--- config.mk ---
export PLATFORM = sky130hd
export DESIGN_NAME = tcp_ctrl
export DESIGN_NICKNAME = d
export VERILOG_FILES = /design/src/tether_constraint_projector_defines.svh /design/src/tcp_pkg.sv /design/src/tcp_ctrl.sv
export SDC_FILE = /design/constraint.sdc
export NUM_CORES = 1
export LEC_CHECK = 0
export BUFFER_PORTS_ARGS = -buffer_cell sky130_fd_sc_hd__buf_2
export CAP_MARGIN = 10
export CORE_AREA = 8 8 55 57
export DETAILED_ROUTE_END_ITERATION = 16
export DIE_AREA = 0 0 63 65
export GPL_ROUTABILITY_DRIVEN = 0
export GPL_TIMING_DRIVEN = 1
export PLACE_DENSITY = 0.87
export SETUP_SLACK_MARGIN = 0.2
export SLEW_MARGIN = 5
export SYNTH_ARGS = -nofsm -noshare
export SYNTH_HDL_FRONTEND = slang
export SYNTH_SLANG_ARGS = --single-unit
export TNS_END_PERCENT = 10
--- constraint.sdc ---
create_clock -name aclk -period 5 [get_ports aclk]
set_input_delay 1 -clock aclk [delete_from_list [all_inputs] [get_ports aclk]]
set_output_delay 1 -clock aclk [all_outputs]
set_load 0.01 [all_outputs]
--- src/tether_constraint_projector_defines.svh ---
// Assertion macros for the tether constraint projector.
`ifndef TETHER_CONSTRAINT_PROJECTOR_DEFINES_SVH
`define TETHER_CONSTRAINT_PROJECTOR_DEFINES_SVH

`define TCP_ASSERT_ALWAYS(label, cond) \
    label: assert property (@(posedge aclk) disable iff (!aresetn) (cond)) \
        else $error("tcp assertion failed");

`define TCP_ASSERT_NEXT(label, ante, cons) \
    label: assert property (@(posedge aclk) disable iff (!aresetn) (ante) |=> (cons)) \
        else $error("tcp assertion failed");

`endif

--- src/tcp_pkg.sv ---
// Shared types and constants of the tether constraint projector.
package tcp_pkg;

    localparam int CFG_INDEX_W = 8;
    localparam int CFG_DATA_W  = 32;

    typedef enum logic [4:0] {
        OP_NONE,
        OP_CAPTURE,
        OP_MOD_START,
        OP_MOD_TAKE,
        OP_LOAD,
        OP_RD_VERTEX,
        OP_RD_ROOT,
        OP_DIFF,
        OP_SQ,
        OP_SQ_FIN,
        OP_SQRT_START,
        OP_SQRT_TAKE,
        OP_RATIO_START,
        OP_RATIO_TAKE,
        OP_LIM_MUL,
        OP_FADE_START,
        OP_FADE_TAKE,
        OP_S_MUL,
        OP_S_TAKE,
        OP_M_MUL,
        OP_M_TAKE,
        OP_A_MUL,
        OP_A_DIV,
        OP_A_TAKE,
        OP_V_MUL,
        OP_AXIS_FIN,
        OP_WRITE_BACK,
        OP_PASS
    } op_t;

    typedef struct packed {
        op_t        op;
        logic [1:0] axis;
    } dp_cmd_t;

    typedef struct packed {
        logic busy;
        logic kind;
        logic skip;
        logic dist_zero;
        logic in_band;
        logic s_zero;
    } dp_stat_t;

endpackage

--- src/tcp_ctrl.sv ---
// Controller: sequences one transaction through the datapath and drives the handshakes.
module tcp_ctrl
    import tcp_pkg::*;
(
    input  logic     aclk,
    input  logic     aresetn,
    input  logic     s_valid,
    output logic     s_ready,
    output logic     m_valid,
    input  logic     m_ready,
    input  dp_stat_t stat,
    output dp_cmd_t  cmd
);

    typedef enum logic [5:0] {
        S_IDLE, S_MOD_START, S_MOD_WAIT, S_MOD_TAKE, S_LOAD, S_RD_VERTEX, S_RD_ROOT,
        S_DIFF, S_SQ, S_SQ_FIN, S_SQRT_START, S_SQRT_WAIT, S_SQRT_TAKE,
        S_RATIO_START, S_RATIO_WAIT, S_RATIO_TAKE, S_LIM_MUL, S_FADE_START,
        S_FADE_WAIT, S_FADE_TAKE, S_S_MUL, S_S_TAKE, S_M_MUL, S_M_TAKE,
        S_A_MUL, S_A_DIV, S_A_WAIT, S_A_TAKE, S_V_MUL, S_AXIS_FIN,
        S_WRITE_BACK, S_PASS, S_OUT
    } state_t;

    state_t     state_reg;
    state_t     state_next;
    logic [1:0] axis_reg;
    logic [1:0] axis_next;
    logic       s_ready_reg;
    logic       m_valid_reg;

    always_comb begin
        state_next = state_reg;
        axis_next  = axis_reg;
        unique case (state_reg)
            S_IDLE:        if (s_valid) state_next = S_MOD_START;
            S_MOD_START:   state_next = S_MOD_WAIT;
            S_MOD_WAIT:    if (!stat.busy) state_next = S_MOD_TAKE;
            S_MOD_TAKE:    state_next = stat.kind ? S_RD_VERTEX : S_LOAD;
            S_LOAD:        state_next = S_OUT;
            S_RD_VERTEX:   state_next = S_RD_ROOT;
            S_RD_ROOT:     state_next = stat.skip ? S_PASS : S_DIFF;
            S_DIFF: begin
                state_next = S_SQ;
                axis_next  = 2'd0;
            end
            S_SQ: begin
                axis_next = axis_reg + 2'd1;
                if (axis_reg == 2'd2) state_next = S_SQ_FIN;
            end
            S_SQ_FIN:      state_next = S_SQRT_START;
            S_SQRT_START:  state_next = S_SQRT_WAIT;
            S_SQRT_WAIT:   if (!stat.busy) state_next = S_SQRT_TAKE;
            S_SQRT_TAKE:   state_next = stat.dist_zero ? S_PASS : S_RATIO_START;
            S_RATIO_START: state_next = S_RATIO_WAIT;
            S_RATIO_WAIT:  if (!stat.busy) state_next = S_RATIO_TAKE;
            S_RATIO_TAKE:  state_next = stat.in_band ? S_PASS : S_LIM_MUL;
            S_LIM_MUL:     state_next = S_FADE_START;
            S_FADE_START:  state_next = S_FADE_WAIT;
            S_FADE_WAIT:   if (!stat.busy) state_next = S_FADE_TAKE;
            S_FADE_TAKE:   state_next = S_S_MUL;
            S_S_MUL:       state_next = S_S_TAKE;
            S_S_TAKE:      state_next = stat.s_zero ? S_PASS : S_M_MUL;
            S_M_MUL:       state_next = S_M_TAKE;
            S_M_TAKE: begin
                state_next = S_A_MUL;
                axis_next  = 2'd0;
            end
            S_A_MUL:       state_next = S_A_DIV;
            S_A_DIV:       state_next = S_A_WAIT;
            S_A_WAIT:      if (!stat.busy) state_next = S_A_TAKE;
            S_A_TAKE:      state_next = S_V_MUL;
            S_V_MUL:       state_next = S_AXIS_FIN;
            S_AXIS_FIN: begin
                axis_next  = axis_reg + 2'd1;
                state_next = (axis_reg == 2'd2) ? S_WRITE_BACK : S_A_MUL;
            end
            S_WRITE_BACK:  state_next = S_OUT;
            S_PASS:        state_next = S_OUT;
            S_OUT:         if (m_ready) state_next = S_IDLE;
            default:       state_next = S_IDLE;
        endcase
    end

    always_ff @(posedge aclk) begin
        if (!aresetn) begin
            state_reg   <= S_IDLE;
            axis_reg    <= 2'd0;
            s_ready_reg <= 1'b1;
            m_valid_reg <= 1'b0;
        end else begin
            state_reg   <= state_next;
            axis_reg    <= axis_next;
            s_ready_reg <= (state_next == S_IDLE);
            m_valid_reg <= (state_next == S_OUT);
        end
    end

    always_comb begin
        cmd.axis = axis_reg;
        unique case (state_reg)
            S_IDLE:        cmd.op = s_valid ? OP_CAPTURE : OP_NONE;
            S_MOD_START:   cmd.op = OP_MOD_START;
            S_MOD_TAKE:    cmd.op = OP_MOD_TAKE;
            S_LOAD:        cmd.op = OP_LOAD;
            S_RD_VERTEX:   cmd.op = OP_RD_VERTEX;
            S_RD_ROOT:     cmd.op = OP_RD_ROOT;
            S_DIFF:        cmd.op = OP_DIFF;
            S_SQ:          cmd.op = OP_SQ;
            S_SQ_FIN:      cmd.op = OP_SQ_FIN;
            S_SQRT_START:  cmd.op = OP_SQRT_START;
            S_SQRT_TAKE:   cmd.op = OP_SQRT_TAKE;
            S_RATIO_START: cmd.op = OP_RATIO_START;
            S_RATIO_TAKE:  cmd.op = OP_RATIO_TAKE;
            S_LIM_MUL:     cmd.op = OP_LIM_MUL;
            S_FADE_START:  cmd.op = OP_FADE_START;
            S_FADE_TAKE:   cmd.op = OP_FADE_TAKE;
            S_S_MUL:       cmd.op = OP_S_MUL;
            S_S_TAKE:      cmd.op = OP_S_TAKE;
            S_M_MUL:       cmd.op = OP_M_MUL;
            S_M_TAKE:      cmd.op = OP_M_TAKE;
            S_A_MUL:       cmd.op = OP_A_MUL;
            S_A_DIV:       cmd.op = OP_A_DIV;
            S_A_TAKE:      cmd.op = OP_A_TAKE;
            S_V_MUL:       cmd.op = OP_V_MUL;
            S_AXIS_FIN:    cmd.op = OP_AXIS_FIN;
            S_WRITE_BACK:  cmd.op = OP_WRITE_BACK;
            S_PASS:        cmd.op = OP_PASS;
            default:       cmd.op = OP_NONE;
        endcase
    end

    assign s_ready = s_ready_reg;
    assign m_valid = m_valid_reg;

endmodule

* Word level (Yosys, flattened, before mapping)
Index checks and enable logic that the tools add are counted.
Storage, ports and cells: bits in registers 10, output and inout port bits 9
Cells by class: add/subtract/negate cells 1, equal/unequal tests 34, muxes and demuxes 18, reduce and logical (&&, ||, !) cells 6
Operators with widths (count):
- 6-bit case mux with 31 select lines | 1
- 5-bit case mux with 27 select lines | 1
- 6-bit by 5-bit equality test with 1-bit output, second input constant | 16
- 6-bit by 4-bit equality test with 1-bit output, second input constant | 8
- 6-bit two-way mux | 8
- 6-bit by 3-bit equality test with 1-bit output, second input constant | 4
- 6-bit by 2-bit equality test with 1-bit output, second input constant | 2
- 6-bit equality test, second input constant | 2
- 6-bit zero test | 2
- 5-bit two-way mux | 2
- 4-bit two-way mux | 2
- 6-bit by 1-bit equality test with 1-bit output, second input constant | 1
- 2-bit case mux with 2 select lines | 1
- 2-bit OR reduction | 2
- 3-bit two-way mux | 1
- 3-bit OR reduction | 1
- 2-bit by 1-bit adder with 2-bit output, second input constant | 1
- 2-bit equality test, second input constant | 1
- 1-bit two-way mux | 2
- 2-bit nonzero test | 1

* Depth between registers and ports, before layout
depth in word-level cells 4, gate-level depth with buffers 8

* Least setup slack after synthesis
No wires, ideal clock.
path type register -> output, start point register state_reg[3], end point output cmd[2] (netlist bit), arrival 1.504 ns, data required time 4.000 ns, slack 2.496 ns, cell stages (with the launch flop) 7, cells stage by stage dfxtp_1 -> buf_4 -> buf_2 -> nor2_1 -> or3_1 -> a31oi_1 -> and2_1
RTL lines:
- start, declared | line tcp_ctrl.sv:24 | state_t state_reg;
- start signal, assigned | line tcp_ctrl.sv:91 | state_reg <= state_next;
- end, declared | line tcp_ctrl.sv:12 | output dp_cmd_t cmd

==> flow_metrics.tcl <==
set metrics [dict create \
    synth_top_area_frac 0.178 \
    syn_to_final_growth_pct 7.11 \
    postCtsSetupBuffers 0 \
    switching_share 0.431 \
    final_cell_mix "buf_2, nor2_1, nand2b_1, dfxtp_1, a21oi_1" \
    rsz0062_at_grt "false" \
    dpl.hpwl_microns 2130 \
    yosysTopAreaCell "dfxtp_1" \
    grt_pass1_wl_microns 5040 \
    path_buf_inv 1 \
    grtUsageMet3 0.0378 \
    syn-instance-count 158 \
    hold_path_class "reg2reg" \
    share_comb_of_total_power 0.449 \
    synthMuxAreaShare 0.0178 \
    largest_register_ffs 6 \
    path_clk_slew_ps 60 \
    synth-edff-count 0 \
    ant_nets 0 \
    yosys.area_share.xor_xnor 0.00778 \
    track_usage 0.145 \
    fin_skew_ps 2.11 \
    die_h_microns 65 \
    tritoncts "yes" \
    synth_area_leaders "dfxtp_1, nand2b_1, buf_2, nor2_1, nor2b_1" \
    antennaDiodeCount 0 \
    via_per_inst 6.31 \
    portBuffers 18 \
    final.fill_count 226 \
    grt_pass1_vias 1108 \
    cts_buffers 3 \
    power.total_uw 397 \
    hold_viol 0 \
    synthAdderAreaFrac 0.0111 \
    critPathKind "reg2out" \
    slew_headroom 0.372 \
    layout-drive-gt1-share 0.170 \
    start_kind "flip-flop" \
    cts_resized 0 \
    synth_top_family_by_area "simple AND/OR/NAND/NOR gates" \
    cp-end-kind "output port" \
    status "complete, no violations" \
    postPlaceCellArea_sq_um 1170 \
    grt.busiest_layer "met2" \
    fmax_mhz 317 \
    clock-sinks 10 \
    pwr_density_cell_nw_per_um2 329 \
    core_sq_um 2150 \
    ys_warn_count 0 \
    finalCritPeriodShare 0.631 \
    use_met1 0.170 \
    internal_power_uw 226 \
    overflow 0 \
    antenna_found_initial 0 \
    clock_latency_ps 260 \
    synthArstFlopShare 0 \
    cp_slowest_stage_delay_ps 920 \
    cts_hold_buf 0 \
    ys_seq_elements 10 \
    slew_viol_final 0 \
    wl_per_cell_microns 15.4 \
    clkPwrFrac 0.176 \
    ys.flop_type "dfxtp_1" \
    io_pins 19 \
    grt_use_met2 0.245 \
    worst_pin_slew_ps 940 \
    cp_cell_sequence "nor2_1, or3_1, a31oi_1, and2_1, buf_2" \
    crit_slowest_cell "dfxtp_1" \
    ir_worst_vdd_uv 234 \
    critical-path-top-delay-family "flip-flops" \
    final_nets 177 \
    period_minus_slack_ps 3150 \
    rrSetupSlack_ps 2570 \
    synth_area_sq_um 1130 \
    path_max_fanout 32 \
    clk_path_buf_depth 2 \
    die_x_microns 63 \
    synth_compound_area_frac 0.301 \
    finalWirelength_microns 2980 \
    drt_pre_antenna_iters 4 \
    p_leak_uw 0.000461 \
    drc 0 \
    grt_max_degree 34 \
    max_cap_violations 0 \
    yosys.area_share.simple 0.392 \
    yosysSeqAreaShare 0.178 \
    drtIter0Drc 98 \
    die_area_sq_um 4100 \
    p_seq_frac 0.375 \
    synth.distinct_cells 48 \
    synth_fp_nets 169 \
    initial_utilization 0.524 \
    syn_avg_cell_area_sq_um 7.13 \
    p_switching_uw 171 \
    tns_ps 0 \
    htreeDepth 1 \
    setup_violations 0 \
    postLayoutCellArea_sq_um 1210 \
    required_ps 4000 \
    cts_root_buffer "clkbuf_4" \
    cp.arrival_ps 2150 \
    rows 17 \
    vias 1218 \
    layout_commonest_cell "buf_2" \
]
==> worst reg2reg max path, cell delays in order, from the launching register on <==
cell     delay [ps]
dfxtp_1         920
nor2b_1         250
a22oi_2         210
o31ai_1         110
or4b_4          550
o41ai_2         300
==> metal layers <==
layer	up-vias	share of wire	routed length, microns
li1	597	-	-
met1	559	0.45	1330
met2	54	0.45	1340
met3	8	0.081	240
met4	0	0.023	67
met5	-	0	0
==> stage by stage <==
step           setup WS, ps  utilization  std cells  hold WS (ps)
4_1_cts                1880        0.561        193           615
3_5_place_dp           2170        0.545        189           592
3_3_place_gp           2260        0.545        189           600
6_report               1850        0.561        193           613
2_1_floorplan          2500            -        158           609
5_1_grt                1650        0.561        193           656
==> logic make-up after synthesis <==
| family | Yosys count |
|---|---|
| buffers and inverters | 21 |
| AO/OA/AOI/OAI | 48 |
| flip-flops | 10 |
| multiplexers | 2 |
| AND/OR/NAND/NOR | 75 |
| XOR/XNOR | 1 |
| adder cells (fa/ha/maj) | 1 |
==> power groups by stage <==
stage	clock, uW	combinational (uW)	sequential, uW
CTS	72.1	177	147
detailed placement	0	176	149
floorplan	0	183	106
finish	69.7	178	149
global route	75.6	194	156
global placement	0	168	146
==> final timing paths <==
check                                  start           to  depth (start not counted)
worst max register to register  state_reg[2]      s_ready                          5
worst max-delay path            state_reg[2]       cmd[2]                          5
worst min-delay path             axis_reg[0]  axis_reg[0]                          2
worst min register to register   axis_reg[0]  axis_reg[0]                          2
==> cell type report <==
cell class | instances | area (sq um) | area share
well taps | 28 | 35.0 | 0.0290
clock buffers | 4 | 36.3 | 0.0301
repair buffers | 18 | 90.1 | 0.0747
inverters | 6 | 22.5 | 0.0187
multi-input cells | 127 | 822 | 0.682
flip-flops and latches | 10 | 200 | 0.166
==> synthesized netlist by cell type (2+ instances only) <==
master,n
nor2_1,14
buf_2,11
dfxtp_1,10
nand2b_1,10
a21oi_1,9
nand3_1,8
nor2b_1,8
o21ai_0,8
a211oi_1,6
and2_1,6
nand2_1,6
inv_1,5
and3_1,4
o2111ai_1,3
o22ai_1,3
or3_1,3
a211o_1,2
a22oi_1,2
a31oi_1,2
clkbuf_1,2
mux2i_1,2
nand3b_1,2
nor3_1,2
nor4_1,2
o21a_1,2
o31ai_1,2
or3b_2,2
or4b_1,2
Note: power is estimated with default switching activity, not from simulation.
